[src/sv/dnsqh_pkg.sv]
// ----------------------------------------------------------------------------
// DNS query name hash parser - package
// Shared constants, result codes and result item layout.
// ----------------------------------------------------------------------------
`default_nettype none

package dnsqh_pkg;

    localparam int DEF_MAX_LENGTH_READS = 10;
    localparam int DEF_HASHED_PREFIX    = 32;

    localparam int LIMIT_W = 12;
    localparam logic [LIMIT_W-1:0] DEF_NAME_LENGTH_LIMIT = 12'd253;

    localparam logic [31:0] FNV_BASIS = 32'd2166136261;
    localparam logic [31:0] HASH_MULT = 32'd16777619;

    // result status codes
    localparam logic [1:0] ST_OK        = 2'd0;
    localparam logic [1:0] ST_RESPONSE  = 2'd1;
    localparam logic [1:0] ST_TRUNCATED = 2'd2;
    localparam logic [1:0] ST_LIMIT     = 2'd3;

    // anomaly flag bit positions
    localparam int FLAG_ANY_BIT     = 0;
    localparam int FLAG_QDCOUNT_BIT = 1;
    localparam int FLAG_LABELS_BIT  = 2;
    localparam int FLAG_LONG_BIT    = 3;
    localparam int FLAG_OPCODE_BIT  = 4;

    // result tdata layout, lowest bit up
    localparam int STATUS_LSB = 0;
    localparam int HASH_LSB   = 2;
    localparam int QTYPE_LSB  = 34;
    localparam int FLAGS_LSB  = 50;
    localparam int RES_BITS   = 55;
    localparam int M_DATA_W   = 56;

    typedef struct packed {
        logic [4:0]  anomaly_flags;
        logic [15:0] query_type;
        logic [31:0] name_hash;
        logic [1:0]  status;
    } result_t;

endpackage

`default_nettype wire

[src/sv/dns_query_name_hash_parser_core.sv]
// ----------------------------------------------------------------------------
// DNS query name hash parser - top level
// Walks a DNS query from its header onward, hashes the first HASHED_PREFIX bytes
// of each question label with lowercased FNV-1a 32 and reports status, hash,
// qtype and anomaly flags once per packet on the last byte.
//
//   channel | dir | payload                                   | handshake
//   s_      | in  | data_byte, tlast                          | tvalid/tready
//   m_      | out | status, name_hash, query_type, flags      | tvalid/tready
//   cfg_    | in  | name_length_limit                         | valid/ready
//
// One byte per cycle sustained, unless a last byte must wait; a result item is
// written to the result register from the input register once its last byte is
// processed. The loop through the hash register (xor plus constant multiply)
// sets the cycle time. An input register holds one byte; only a last byte waits
// there, while the result register is still full. Synchronous active-low reset
// returns the parser to the header phase and the length limit to 253.
// ----------------------------------------------------------------------------
`default_nettype none

module dns_query_name_hash_parser_core
    import dnsqh_pkg::*;
#(
    parameter int MAX_LENGTH_READS = DEF_MAX_LENGTH_READS,
    parameter int HASHED_PREFIX    = DEF_HASHED_PREFIX
) (
    input  wire logic                aclk,
    input  wire logic                aresetn,
    input  wire logic                s_tvalid,
    output logic                     s_tready,
    input  wire logic [7:0]          s_tdata,   // [7:0] data_byte
    input  wire logic                s_tlast,
    output logic                     m_tvalid,
    input  wire logic                m_tready,
    output logic [M_DATA_W-1:0]      m_tdata,   // [1:0] status, [33:2] name_hash,
                                                // [49:34] query_type,
                                                // [54:50] anomaly_flags, [55] zero
    input  wire logic                cfg_valid,
    output logic                     cfg_ready,
    input  wire logic [LIMIT_W-1:0]  cfg_data   // [11:0] name_length_limit
);

    localparam int LR_W = $clog2(MAX_LENGTH_READS + 1);

    localparam logic [2:0] PH_HEADER  = 3'd0;
    localparam logic [2:0] PH_LENGTH  = 3'd1;
    localparam logic [2:0] PH_LABEL   = 3'd2;
    localparam logic [2:0] PH_TYPE_HI = 3'd3;
    localparam logic [2:0] PH_TYPE_LO = 3'd4;
    localparam logic [2:0] PH_DONE    = 3'd5;
    localparam logic [2:0] PH_FAIL    = 3'd6;

    logic [LIMIT_W-1:0] limit_reg;

    logic               in_valid_reg;
    logic [7:0]         in_data_reg;
    logic               in_last_reg;

    logic [2:0]         phase_reg,      phase_next;
    logic [3:0]         byte_cnt_reg,   byte_cnt_next;
    logic               qr_reg,         qr_next;
    logic               qd_high_reg,    qd_high_next;
    logic [7:0]         remain_reg,     remain_next;
    logic [7:0]         offset_reg,     offset_next;
    logic [LR_W-1:0]    labels_reg,     labels_next;
    logic [LIMIT_W-1:0] len_sum_reg,    len_sum_next;
    logic [31:0]        hash_reg,       hash_next;
    logic [7:0]         type_hi_reg,    type_hi_next;
    logic [15:0]        qtype_reg,      qtype_next;
    logic [4:0]         flags_reg,      flags_next;
    logic [1:0]         outcome_reg,    outcome_next;

    logic               m_valid_reg;
    result_t            m_res_reg;

    logic               out_space;
    logic               proc;
    logic [7:0]         b;
    logic [7:0]         b_lower;
    logic [31:0]        hash_mix;
    logic [LIMIT_W:0]   sum_wide;
    result_t            res;

    assign cfg_ready = 1'b1;
    assign out_space = !m_valid_reg || m_tready;
    assign proc      = in_valid_reg && (!in_last_reg || out_space);
    assign s_tready  = !in_valid_reg || proc;
    assign m_tvalid  = m_valid_reg;
    assign m_tdata   = {{(M_DATA_W - RES_BITS){1'b0}}, m_res_reg};

    assign b        = in_data_reg;
    assign b_lower  = (b >= 8'h41 && b <= 8'h5A) ? (b | 8'h20) : b;
    assign hash_mix = (hash_reg ^ {24'd0, b_lower}) * HASH_MULT;
    assign sum_wide = {1'b0, len_sum_reg} + {{(LIMIT_W - 7){1'b0}}, b} + 13'd1;

    always_comb begin
        phase_next   = phase_reg;
        byte_cnt_next = byte_cnt_reg;
        qr_next      = qr_reg;
        qd_high_next = qd_high_reg;
        remain_next  = remain_reg;
        offset_next  = offset_reg;
        labels_next  = labels_reg;
        len_sum_next = len_sum_reg;
        hash_next    = hash_reg;
        type_hi_next = type_hi_reg;
        qtype_next   = qtype_reg;
        flags_next   = flags_reg;
        outcome_next = outcome_reg;

        case (phase_reg)
            PH_HEADER: begin
                if (byte_cnt_reg == 4'd2) begin
                    qr_next = b[7];
                    if (b[6:3] != 4'd0) begin
                        flags_next[FLAG_OPCODE_BIT] = 1'b1;
                    end
                end else if (byte_cnt_reg == 4'd4) begin
                    qd_high_next = (b != 8'd0);
                end else if (byte_cnt_reg == 4'd5) begin
                    if (qd_high_reg || b != 8'd1) begin
                        flags_next[FLAG_QDCOUNT_BIT] = 1'b1;
                    end
                end
                if (byte_cnt_reg >= 4'd11) begin
                    if (qr_reg) begin
                        outcome_next = ST_RESPONSE;
                        phase_next   = PH_FAIL;
                    end else begin
                        phase_next = PH_LENGTH;
                    end
                end else begin
                    byte_cnt_next = byte_cnt_reg + 4'd1;
                end
            end
            PH_LENGTH: begin
                if (b == 8'd0) begin
                    phase_next = PH_TYPE_HI;
                end else begin
                    labels_next  = labels_reg + 1'b1;
                    // saturate the length sum
                    len_sum_next = sum_wide[LIMIT_W] ? {LIMIT_W{1'b1}} : sum_wide[LIMIT_W-1:0];
                    remain_next  = b;
                    offset_next  = 8'd0;
                    phase_next   = PH_LABEL;
                end
            end
            PH_LABEL: begin
                if (offset_reg < 8'(HASHED_PREFIX)) begin
                    hash_next = hash_mix;
                end
                offset_next = offset_reg + 8'd1;
                remain_next = remain_reg - 8'd1;
                if (remain_reg == 8'd1) begin
                    if (labels_reg >= LR_W'(MAX_LENGTH_READS)) begin
                        outcome_next = ST_LIMIT;
                        phase_next   = PH_FAIL;
                    end else begin
                        phase_next = PH_LENGTH;
                    end
                end
            end
            PH_TYPE_HI: begin
                type_hi_next = b;
                phase_next   = PH_TYPE_LO;
            end
            PH_TYPE_LO: begin
                qtype_next = {type_hi_reg, b};
                if ({type_hi_reg, b} == 16'd255) begin
                    flags_next[FLAG_ANY_BIT] = 1'b1;
                end
                if (len_sum_reg > limit_reg) begin
                    flags_next[FLAG_LONG_BIT] = 1'b1;
                end
                outcome_next = ST_OK;
                phase_next   = PH_DONE;
            end
            default: begin
            end
        endcase
    end

    always_comb begin
        res = '0;
        if (phase_next == PH_DONE) begin
            res.status        = ST_OK;
            res.name_hash     = hash_next;
            res.query_type    = qtype_next;
            res.anomaly_flags = flags_next;
        end else if (phase_next == PH_FAIL) begin
            res.status = outcome_next;
        end else begin
            res.status = ST_TRUNCATED;
        end
    end

    always_ff @(posedge aclk) begin
        if (!aresetn) begin
            limit_reg <= DEF_NAME_LENGTH_LIMIT;
        end else if (cfg_valid && cfg_ready) begin
            limit_reg <= cfg_data;
        end
    end

    always_ff @(posedge aclk) begin
        if (!aresetn) begin
            in_valid_reg <= 1'b0;
        end else if (s_tready) begin
            in_valid_reg <= s_tvalid;
        end
    end

    always_ff @(posedge aclk) begin
        if (s_tready) begin
            in_data_reg <= s_tdata;
            in_last_reg <= s_tlast;
        end
    end

    always_ff @(posedge aclk) begin
        if (!aresetn || (proc && in_last_reg)) begin
            // clear per-packet state after the last byte
            phase_reg    <= PH_HEADER;
            byte_cnt_reg <= 4'd0;
            qr_reg       <= 1'b0;
            qd_high_reg  <= 1'b0;
            remain_reg   <= 8'd0;
            offset_reg   <= 8'd0;
            labels_reg   <= '0;
            len_sum_reg  <= '0;
            hash_reg     <= FNV_BASIS;
            type_hi_reg  <= 8'd0;
            qtype_reg    <= 16'd0;
            flags_reg    <= 5'd0;
            outcome_reg  <= ST_TRUNCATED;
        end else if (proc) begin
            phase_reg    <= phase_next;
            byte_cnt_reg <= byte_cnt_next;
            qr_reg       <= qr_next;
            qd_high_reg  <= qd_high_next;
            remain_reg   <= remain_next;
            offset_reg   <= offset_next;
            labels_reg   <= labels_next;
            len_sum_reg  <= len_sum_next;
            hash_reg     <= hash_next;
            type_hi_reg  <= type_hi_next;
            qtype_reg    <= qtype_next;
            flags_reg    <= flags_next;
            outcome_reg  <= outcome_next;
        end
    end

    always_ff @(posedge aclk) begin
        if (!aresetn) begin
            m_valid_reg <= 1'b0;
        end else if (proc && in_last_reg) begin
            m_valid_reg <= 1'b1;
        end else if (m_tready) begin
            m_valid_reg <= 1'b0;
        end
    end

    always_ff @(posedge aclk) begin
        if (proc && in_last_reg) begin
            m_res_reg <= res;
        end
    end

endmodule

`default_nettype wire

[config.mk]
export PLATFORM = sky130hd
export DESIGN_NAME = dns_query_name_hash_parser_core
export DESIGN_NICKNAME = d
export VERILOG_FILES = /design/src/sv/dnsqh_pkg.sv /design/src/sv/dns_query_name_hash_parser_core.sv
export SDC_FILE = /design/constraint.sdc
export NUM_CORES = 1
export LEC_CHECK = 0
export BUFFER_PORTS_ARGS = -buffer_cell sky130_fd_sc_hd__buf_4
export CAP_MARGIN = 20
export CORE_MARGIN = 2
export CORE_UTILIZATION = 55
export CTS_BUF_LIST = sky130_fd_sc_hd__clkbuf_4
export CTS_CLUSTER_DIAMETER = 150
export CTS_CLUSTER_SIZE = 28
export DETAILED_ROUTE_END_ITERATION = 8
export PLACE_DENSITY = 0.82
export REMOVE_ABC_BUFFERS = 1
export SLEW_MARGIN = 30
export SYNTH_ARGS = -nofsm -noshare
export SYNTH_HDL_FRONTEND = slang
export SYNTH_SLANG_ARGS = --single-unit
[constraint.sdc]
create_clock -name aclk -period 8.96 [get_ports aclk]
set_input_delay 0.896 -clock aclk [delete_from_list [all_inputs] [get_ports aclk]]
set_output_delay 0.896 -clock aclk [all_outputs]
set_load 0.03 [all_outputs]
==> results of run 1 <==
[layout make-up]
| class | count | share of cell area (%) |
|---|---|---|
| Antenna cell | 2 | 0.0338 |
| Clock inverter | 14 | 0.947 |
| Sequential cell | 180 | 28.6 |
| Timing Repair Buffer | 87 | 4.41 |
| Multi-Input combinational cell | 993 | 55.8 |
| Inverter | 258 | 6.55 |
| Tap cell | 324 | 2.74 |
| Clock buffer | 18 | 0.913 |
[per-layer routing]
layer | wire length [um] | vias to the layer above
li1 | - | 5009
met5 | 0 | -
met3 | 1930 | 42
met1 | 13800 | 5000
met2 | 14300 | 323
met4 | 471 | 0
[cells in the final DEF (no fill, tap or decap), types with 3 or more instances in the layout]
| master | Yosys | routed |
|---|---|---|
| inv_1 | 258 | 257 |
| a31oi_1 | 7 | 7 |
| a21oi_1 | 103 | 103 |
| nor2_1 | 70 | 69 |
| o22ai_1 | 3 | 3 |
| xnor2_1 | 39 | 39 |
| nor2b_1 | 14 | 13 |
| edfxtp_1 | 63 | 63 |
| nand4b_1 | 4 | 4 |
| a211oi_1 | 17 | 17 |
| and3_1 | 3 | 3 |
| fa_1 | 75 | 75 |
| buf_4 | 3 | 87 |
| nand4_1 | 8 | 8 |
| a21o_1 | 15 | 15 |
| and2_1 | 38 | 38 |
| mux2i_1 | 16 | 16 |
| conb_1 | 2 | 3 |
| or4_1 | 3 | 3 |
| nor3_1 | 19 | 19 |
| o21bai_1 | 6 | 6 |
| nand3b_1 | 3 | 3 |
| clkbuf_4 | 0 | 18 |
| o21ai_0 | 45 | 45 |
| or3_1 | 5 | 5 |
| nand2_1 | 147 | 146 |
| ha_1 | 215 | 215 |
| a21boi_0 | 5 | 5 |
| nand2b_1 | 14 | 14 |
| clkinv_4 | 0 | 3 |
| dfxtp_1 | 117 | 117 |
| nand3_1 | 19 | 19 |
| inv_8 | 0 | 4 |
| xor2_1 | 28 | 28 |
| o21a_1 | 9 | 9 |
| o211ai_1 | 20 | 20 |
[final timing paths]
check,endpoint,start,cells after the start
setup / recovery,hash_reg[27]$_SDFFE_PP0P_,b[1]$_DFFE_PP_,23
hold / removal,qtype_reg[7]$_SDFFE_PP0P_,qtype_reg[7]$_SDFFE_PP0P_,2
setup reg to reg,hash_reg[27]$_SDFFE_PP0P_,b[1]$_DFFE_PP_,23
hold reg to reg,qtype_reg[7]$_SDFFE_PP0P_,qtype_reg[7]$_SDFFE_PP0P_,2
[kinds of logic after synthesis]
family,after synthesis
compound gates,255
xor+xnor,67
fa+ha+maj,290
buf+inv,308
flops,180
mux,16
other cells,2
simple gates,362
[critical path, delay by kind of cell, from the launching register on]
kind / cells / cell delay [ns]
and+or+nand+nor: 4 / 0.95
DFF: 1 / 0.59
adders and majority gates: 8 / 2.98
AOI/OAI and AO/OA: 7 / 2.41
xor gates and xnor gates: 2 / 0.42
buffers and inverters: 2 / 0.12
[stage by stage]
step / instance area, um2 / power [mW] / worst slack [ns] / cells / hold slack (ns)
3_3_place_gp: 14500 / 1.79 / 1.87 / 1842 / 0.441
4_1_cts: 14800 / 2.28 / 1.55 / 1874 / 0.442
2_1_floorplan: 13400 / 1.61 / 2.52 / 1431 / 0.437
5_1_grt: 14800 / 2.44 / 1.08 / 1876 / 0.433
6_report: 14800 / 2.29 / 1.44 / 1876 / 0.470
3_5_place_dp: 14500 / 1.82 / 1.66 / 1842 / 0.447
[power groups by stage]
| stage | sequential (mW) | combinational [mW] | clock, mW |
|---|---|---|---|
| 2_1_floorplan | 0.907 | 0.702 | 0 |
| 3_3_place_gp | 0.895 | 0.890 | 0 |
| 3_5_place_dp | 0.896 | 0.920 | 0 |
| 4_1_cts | 0.879 | 0.940 | 0.466 |
| 5_1_grt | 0.881 | 1.07 | 0.492 |
| 6_report | 0.879 | 0.951 | 0.457 |
==> run metrics, run 1 <==
status=completed; Post-synth EDFFs=63; Crit Path Category=reg -> reg; crit-path max FO=10; Starting DRT DRC Count=788; setup slack, reg-to-reg=1.44 ns; die height=162 um; Fin Setup TNS=0 ns; final wirelength=30500 um; Avg Cell Area, Syn=9.23 um2; cts hold-fix bufs=0; asr flop ratio synth=0%; RSZ-0062 raised after global routing=no; Synth Area in Simple Gates=12.7%; clk buf depth=2; CP required=9.49 ns; Avg Vias per Cell=5.53; Leak=6.87 nW; global-route wire length before repair=50500 um; Switching Share=39.5%; routability cong.=0.898; xor/xnor share of the synthesized area=4.30%; final worst-path cycle share=84.0%; crit path capture type=register; area leader, netlist=ha_1; Warnings, synthesis=0; total congestion overflow=0; Synth top cells by count=inv_1 (258), ha_1 (215), nand2_1 (147); max-cap check violation count=0; die area=0.0261 mm2; Reg power frac=38.4%; P_sw=903 uW; fill count=1961; top-count cell post-synth=inv_1; global-route track usage on met3=3.65%; CP cell instances=or4_1, o22ai_1, nor3b_1, nor2_1, xnor2_1, ha_1, ha_1, fa_1, ha_1, fa_1, ha_1, inv_1, fa_1, inv_1, ha_1, a22o_1, o41ai_1, a21boi_0, a311oi_1, o21ai_0, xnor2_1, nand2_1, a21oi_1; Final Skew=0.0316 ns; final hold viol count=0; TritonCTS clock tree=yes; Seq. cell area=0.00423 mm2; area grow syn2layout=8.36%; first-pass detailed-route iteration total=5; Slew @ Worst Pin=0.968 ns; Int Pwr=1.38 mW; I/O Pins=85; layout cells sized above 1=8.58%; startpoint types=register; TritonCTS Buffers=17; Synth Area in Adders=30.7%; GRT met1 Usage=33.6%; post-synthesis cell area=0.0137 mm2; synthesized instance count=1480; Worst Path Arrival=8.05 ns; # H-tree levels=4; Post-synth top flop=dfxtp_1; Worst-path clk slew=0.15 ns; dpl hpwl=22700 um; met2 GRT Util=39.9%; Multi-input gate area=0.00825 mm2; number of flip-flops under the largest register name=54; post-CTS resize count=0; initial antenna violation count=2; largest net degree at the start of global routing=74; Clock Latency Late Sink=0.61 ns; Peak VDD IR=0.0000928 V; Yosys cell types=68; Cell Rows=57; Combinational Power Share=41.6%; fmax=133 MHz; top area cells in the synthesized netlist=ha_1 (20%), dfxtp_1 (17%), edfxtp_1 (14%); Total Routing Usage GR=24.2%; fin crit period=7.52 ns; Worst Hold Class=reg -> reg; Setup Buffers After CTS=0; Rel. slew slack=35.5%; Buffers on Ports=81; #FFs+latches synth=180; Starting Density=56.1%; Clock Sinks=180; final design utilization=60.8%; DRC viols=0; most used routing layer in global routing=met2; Clk pwr share=20.0%; Seq/Total Area, Yosys=31.0%; CP dominant cell by count=ha_1; ANT nets after route=0; CTS root buffer=clkbuf_4; routed len/inst=16.3 um; multiplexer share of the synthesized area=1.17%; Max Slew Vio Count=0; via count=10400; vias in the first global route=10300; Die W=162 um; nets=1853; Placeable Area=0.0243 mm2; area share of the largest cell type after synthesis=19.7%; Final Setup Violations=0; complex-gate fraction of the synthesized area=11.4%; Crit path largest cell delay=0.77 ns; CP max stage cell=o41ai_1; largest family of logic cells by synthesized area=adder cells; ratio of total power to cell area=155 mW/mm2
(Power assumes the default switching activity.)
==> inputs of run 2 (changes only) <==
Settings changed: ABC_AREA set to 1, PLACE_DENSITY 0.82 to 0.85.
Clock period 8.96 ns to 6.3 ns, I/O delays scaled along.
==> run metrics, run 2 <==
initial antenna violation count=1; setup slack, reg-to-reg=0.33 ns; largest net degree at the start of global routing=84; most frequent cells in the layout=inv_1 (395), nand2_1 (278), ha_1 (215); layout cells sized above 1=12.6%; largest family of logic cells by synthesized area=adder cells; status=completed; total congestion overflow=0; fmax=168 MHz; die area=0.0282 mm2; xor/xnor share of the synthesized area=1.78%; dpl hpwl=29700 um; TritonCTS Buffers=17; crit-path max FO=5; I/O Pins=85; Avg Cell Area, Syn=8.06 um2; Area after DPL=0.0157 mm2; Detail Route met3 WL=2660 um; startpoint types=register; post-synthesis cell area=0.0148 mm2; FF-to-FF path depth=27; Final Total Pwr=8.10 mW; metal1 wirelength=16100 um; r2r startpoint=b[1]$_DFFE_PP_; #FFs+latches synth=180; global-route wire length before repair=61700 um; top-count cell post-synth=inv_1; final hold viol count=0; complex-gate fraction of the synthesized area=11.4%; Post-synth top flop=dfxtp_1; Leak=8.07 nW; Seq/Total Area, Yosys=28.7%; r2r endpoint=m_tdata[33]$_SDFFCE_PN0P_; Starting Density=56.4%; Clock Latency Late Sink=0.64 ns; Slew @ Worst Pin=0.906 ns; clk buf depth=2; CP max stage cell=fa_1; Synth top cells by count=inv_1 (396), nand2_1 (279), ha_1 (215); area leader, netlist=ha_1; cts hold-fix bufs=0; ratio of total power to cell area=503 mW/mm2; top area cells in the synthesized netlist=ha_1 (18%), dfxtp_1 (16%), edfxtp_1 (13%); Peak VDD IR=0.000373 V; final wirelength=38100 um; Rel. slew slack=39.5%; crit path capture type=register; area share of the largest cell type after synthesis=18.2%; Multi-input gate area=0.00880 mm2; DRC viols=0; hold endpoint=b[7]$_DFFE_PP_; nets=2223; die height=168 um; Clock Sinks=180; CTS root buffer=clkbuf_4; Synth Area in Simple Gates=17.0%; Warnings, synthesis=0; fin crit period=5.97 ns; most common cell after layout, fill and taps aside=inv_1; ANT nets after route=0; routability cong.=0.969; CP required=6.68 ns; Crit Path Category=reg -> reg; synthesized instance count=1833; max-cap check violation count=0; Final Skew=0.0325 ns; RSZ-0062 raised after global routing=yes; Cell Rows=59; cell area after layout=0.0161 mm2; Fin Setup TNS=0 ns; Total Routing Usage GR=27.6%; final worst-path cycle share=94.7%; Starting DRT DRC Count=946; # H-tree levels=4; hold path cells=1; Worst Hold Class=in -> reg; TritonCTS clock tree=yes; Worst Path Arrival=6.35 ns; Die W=168 um; Yosys cell types=55; number of flip-flops under the largest register name=54; DP Worst Slack=0.126 ns; Post-synth EDFFs=63; Buffers on Ports=81; Seq. cell area=0.00423 mm2; Final Setup Violations=0; Max Slew Vio Count=0; Crit path largest cell delay=0.52 ns; asr flop ratio synth=0%; Hold Startpoint=s_tdata[7]; Avg Vias per Cell=5.51; Worst-path clk slew=0.19 ns; vias in the first global route=12400; Highest Signal Layer=met4; first-pass detailed-route iteration total=6; fill count=2246; area grow syn2layout=9.00%; via count=12400; Synth Area in Adders=28.4%; Hold Worst Slack=0.168 ns; multiplexer share of the synthesized area=0.542%; Placeable Area=0.0262 mm2; metal2 WL=18100 um; final worst slack=0.331 ns; routed len/inst=16.9 um
-- run 2: changes by cell type after synthesis, sizes merged, moves of 26 or more --
| cell | delta |
|---|---|
| nand3 | +65 |
| xnor2 | -28 |
| clkbuf | -29 |
| nor2 | +50 |
| inv | +153 |
| nand2 | +138 |
| buf | +26 |
| o21ai | +96 |
| and2 | -37 |
| a21oi | +32 |
-- run 2: metrics by stage --
| stage | util [%] | std cells |
|---|---|---|
| after floorplan | - | 1787 |
| after global placement | 59.8 | 2221 |
| after detailed placement | 59.8 | 2221 |
| after CTS | 61.1 | 2253 |
| after global routing | 61.5 | 2256 |
| final | 61.5 | 2256 |
-- run 2: per-layer routing --
layer  up-vias  GRT usage (%)
met1      5864           34.8
met5         -              0
met3        95           4.94
li1       6027              -
met4         0           9.79
met2       455           47.7
-- run 2: logic make-up (layout without fill, tap and decap cells) --
group	after synthesis	count (layout)
simple gates	550	550
buf+inv	459	545
compound gates	314	314
fa+ha+maj	290	290
flops	180	180
xor+xnor	30	30
mux	8	8
other cells	2	4
-- run 2: where the power goes --
| part | switching (mW) | internal, mW | total [mW] |
|---|---|---|---|
| clock | 0.537 | 0.205 | 0.742 |
| combinational | 3.94 | 2.11 | 6.05 |
| sequential | 0.0550 | 1.25 | 1.31 |
| total | 4.53 | 3.57 | 8.10 |
-- run 2: what timing repair did --
action | 4_1_cts | 5_1_grt
buffers inserted | 0 | 2
setup endpoints to repair | 0 | 25
resized for setup | 0 | 14
-- run 2: final cells by class --
cell class,count,share of cell area [%]
multi-input combinational,1195,54.7
clock buffer,17,0.792
sequential,180,26.3
inverter,412,9.62
clock inverter,15,1.30
timing repair buffer,101,4.71
antenna,1,0.0155
tap,335,2.60
-- run 2: critical path, delay by kind of cell, from the launching register on --
kind                     cells  cell delay (ns)
AND/OR/NAND/NOR             11             1.33
flip-flops                   1             0.49
AO/OA/AOI/OAI                2             0.42
adder cells (fa/ha/maj)      8             2.95
buffers and inverters        5             0.25
XOR/XNOR                     1             0.29
-- run 2: worst max-delay path by stage --
stage / from / endpoint
final: b[1]$_DFFE_PP_ / m_tdata[33]$_SDFFCE_PN0P_
after global routing: b[1]$_DFFE_PP_ / m_tdata[26]$_SDFFCE_PN0P_
after CTS: b[1]$_DFFE_PP_ / m_tdata[33]$_SDFFCE_PN0P_
after detailed placement: b[1]$_DFFE_PP_ / m_tdata[33]$_SDFFCE_PN0P_
after global placement: b[1]$_DFFE_PP_ / m_tdata[16]$_SDFFCE_PN0P_
after floorplan: b[1]$_DFFE_PP_ / m_tdata[33]$_SDFFCE_PN0P_
==> inputs of run 3 (changes only) <==
Settings changed: CTS_BUF_LIST sky130_fd_sc_hd__clkbuf_4 to sky130_fd_sc_hd__clkbuf_16.
==> run metrics, run 3 (synthesis results as in run 2) <==
Setup Buffers After CTS=0; setup slack, reg-to-reg=0.29 ns; Crit path largest cell delay=0.52 ns; Worst Path Arrival=6.19 ns; I/O Pins=85; largest net degree at the start of global routing=84; ANT nets after route=0; final hold viol count=0; number of flip-flops under the largest register name=54; Starting Density=56.4%; Leak=8.19 nW; TritonCTS clock tree=yes; status=completed; Highest Signal Layer=met4; via count=12500; FF-to-FF path depth=25; Worst-path clk slew=0.08 ns; Hold Startpoint=s_tdata[7]; hold path cells=1; crit path capture type=register; final worst slack=0.293 ns; CP max stage cell=fa_1; Detail Route met3 WL=2510 um; Buffers on Ports=81; TritonCTS Buffers=17; fmax=166 MHz; dpl hpwl=29700 um; Max Slew Vio Count=0; vias in the first global route=12500; Area after DPL=0.0157 mm2; Cell Rows=59; most frequent cells in the layout=inv_1 (395), nand2_1 (278), ha_1 (215); DRC viols=0; Final Setup Violations=0; CP required=6.48 ns; die height=168 um; die area=0.0282 mm2; total congestion overflow=0; CTS root buffer=clkbuf_16; Hold Worst Slack=0.356 ns; crit-path leading delay family=adder cells; r2r endpoint=m_tdata[32]$_SDFFCE_PN0P_; metal1 wirelength=16400 um; Slew @ Worst Pin=0.911 ns; r2r startpoint=b[1]$_DFFE_PP_; area grow syn2layout=10.9%; WP buf/inv=3; final wirelength=38500 um; fin crit period=6.01 ns; layout cells sized above 1=12.4%; Worst Hold Class=in -> reg; crit-path max FO=5; initial antenna violation count=0; Clock Latency Late Sink=0.45 ns; max-cap check violation count=0; hold endpoint=b[7]$_DFFE_PP_; Crit Path Category=reg -> reg; Total Routing Usage GR=27.9%; # H-tree levels=4; first-pass detailed-route iteration total=8; fill count=2208; clk buf depth=2; final worst-path cycle share=95.4%; ANT cells=0; most common cell after layout, fill and taps aside=inv_1; Multi-input gate area=0.00880 mm2; ratio of total power to cell area=516 mW/mm2; routed len/inst=17.1 um; Seq. cell area=0.00423 mm2; Rel. slew slack=39.2%; cts hold-fix bufs=0; DP Worst Slack=0.126 ns; Die W=168 um; CP Launch Point=b[1]$_DFFE_PP_; Peak VDD IR=0.000397 V; CP dominant cell by count=ha_1; routability cong.=0.969; nets=2221; Clock Sinks=180; startpoint types=register; Avg Vias per Cell=5.55; global-route wire length before repair=62600 um; Starting DRT DRC Count=1120; Placeable Area=0.0262 mm2; metal2 WL=18500 um; Final Skew=0.0147 ns; cell area after layout=0.0164 mm2
run 3: cell count changes in the layout (fill, tap and decap cells not counted):
cell,change
clkbuf_16,+17
clkbuf_4,-17
o21ai_2,-1
o21ai_1,+2
a21oi_1,+1
nor2_1,+1
nor2_4,-1
xor2_4,+1
xor2_2,-1
a21oi_2,-1
diode_2,-1
buf_4,-2
o21ai_0,-1
run 3: metrics by stage:
stage / power (mW) / setup TNS (ns) / util [%] / std cells
floorplan: 5.59 / 0 / - / 1787
global placement: 6.99 / 0 / 59.8 / 2221
detailed placement: 7.13 / 0 / 59.8 / 2221
CTS: 8.30 / 0 / 62.3 / 2253
global route: 9.31 / -0.0251 / 62.5 / 2253
finish: 8.45 / 0 / 62.5 / 2253
run 3: timing repair:
| item | CTS | global route |
|---|---|---|
| endpoints found under the hold margin | 0 | 0 |
| resized for setup | 0 | 12 |
| endpoints found under the setup margin | 0 | 24 |
run 3: final cells by class:
type	instances	area share, %
Multi-Input combinational cell	1195	53.7
Timing Repair Buffer	99	4.54
Inverter	412	9.46
Clock buffer	17	2.60
Tap cell	335	2.56
Clock inverter	15	1.28
Sequential cell	180	25.8
run 3: how the worst max path moves through the flow:
stage / cells past startpoint / slack, ns / to
2_1_floorplan: 27 / 0.80 / m_tdata[33]$_SDFFCE_PN0P_
3_3_place_gp: 23 / 0.16 / m_tdata[16]$_SDFFCE_PN0P_
3_5_place_dp: 27 / 0.13 / m_tdata[33]$_SDFFCE_PN0P_
4_1_cts: 27 / 0.11 / m_tdata[33]$_SDFFCE_PN0P_
5_1_grt: 27 / -0.02 / m_tdata[33]$_SDFFCE_PN0P_
6_report: 25 / 0.29 / m_tdata[32]$_SDFFCE_PN0P_
run 3: power breakdown:
part / leakage, nW / total, mW / switching [mW] / internal (mW)
clock: 0.304 / 1.14 / 0.581 / 0.555
combinational: 6.34 / 6.01 / 3.91 / 2.09
sequential: 1.54 / 1.31 / 0.0555 / 1.25
total: 8.19 / 8.45 / 4.55 / 3.90
run 3: per-layer routing:
layer / GRT usage [%] / up-vias
met5: 0 / -
met4: 9.91 / 0
met3: 4.04 / 89
met2: 48.3 / 464
met1: 35.7 / 5940
li1: - / 6019
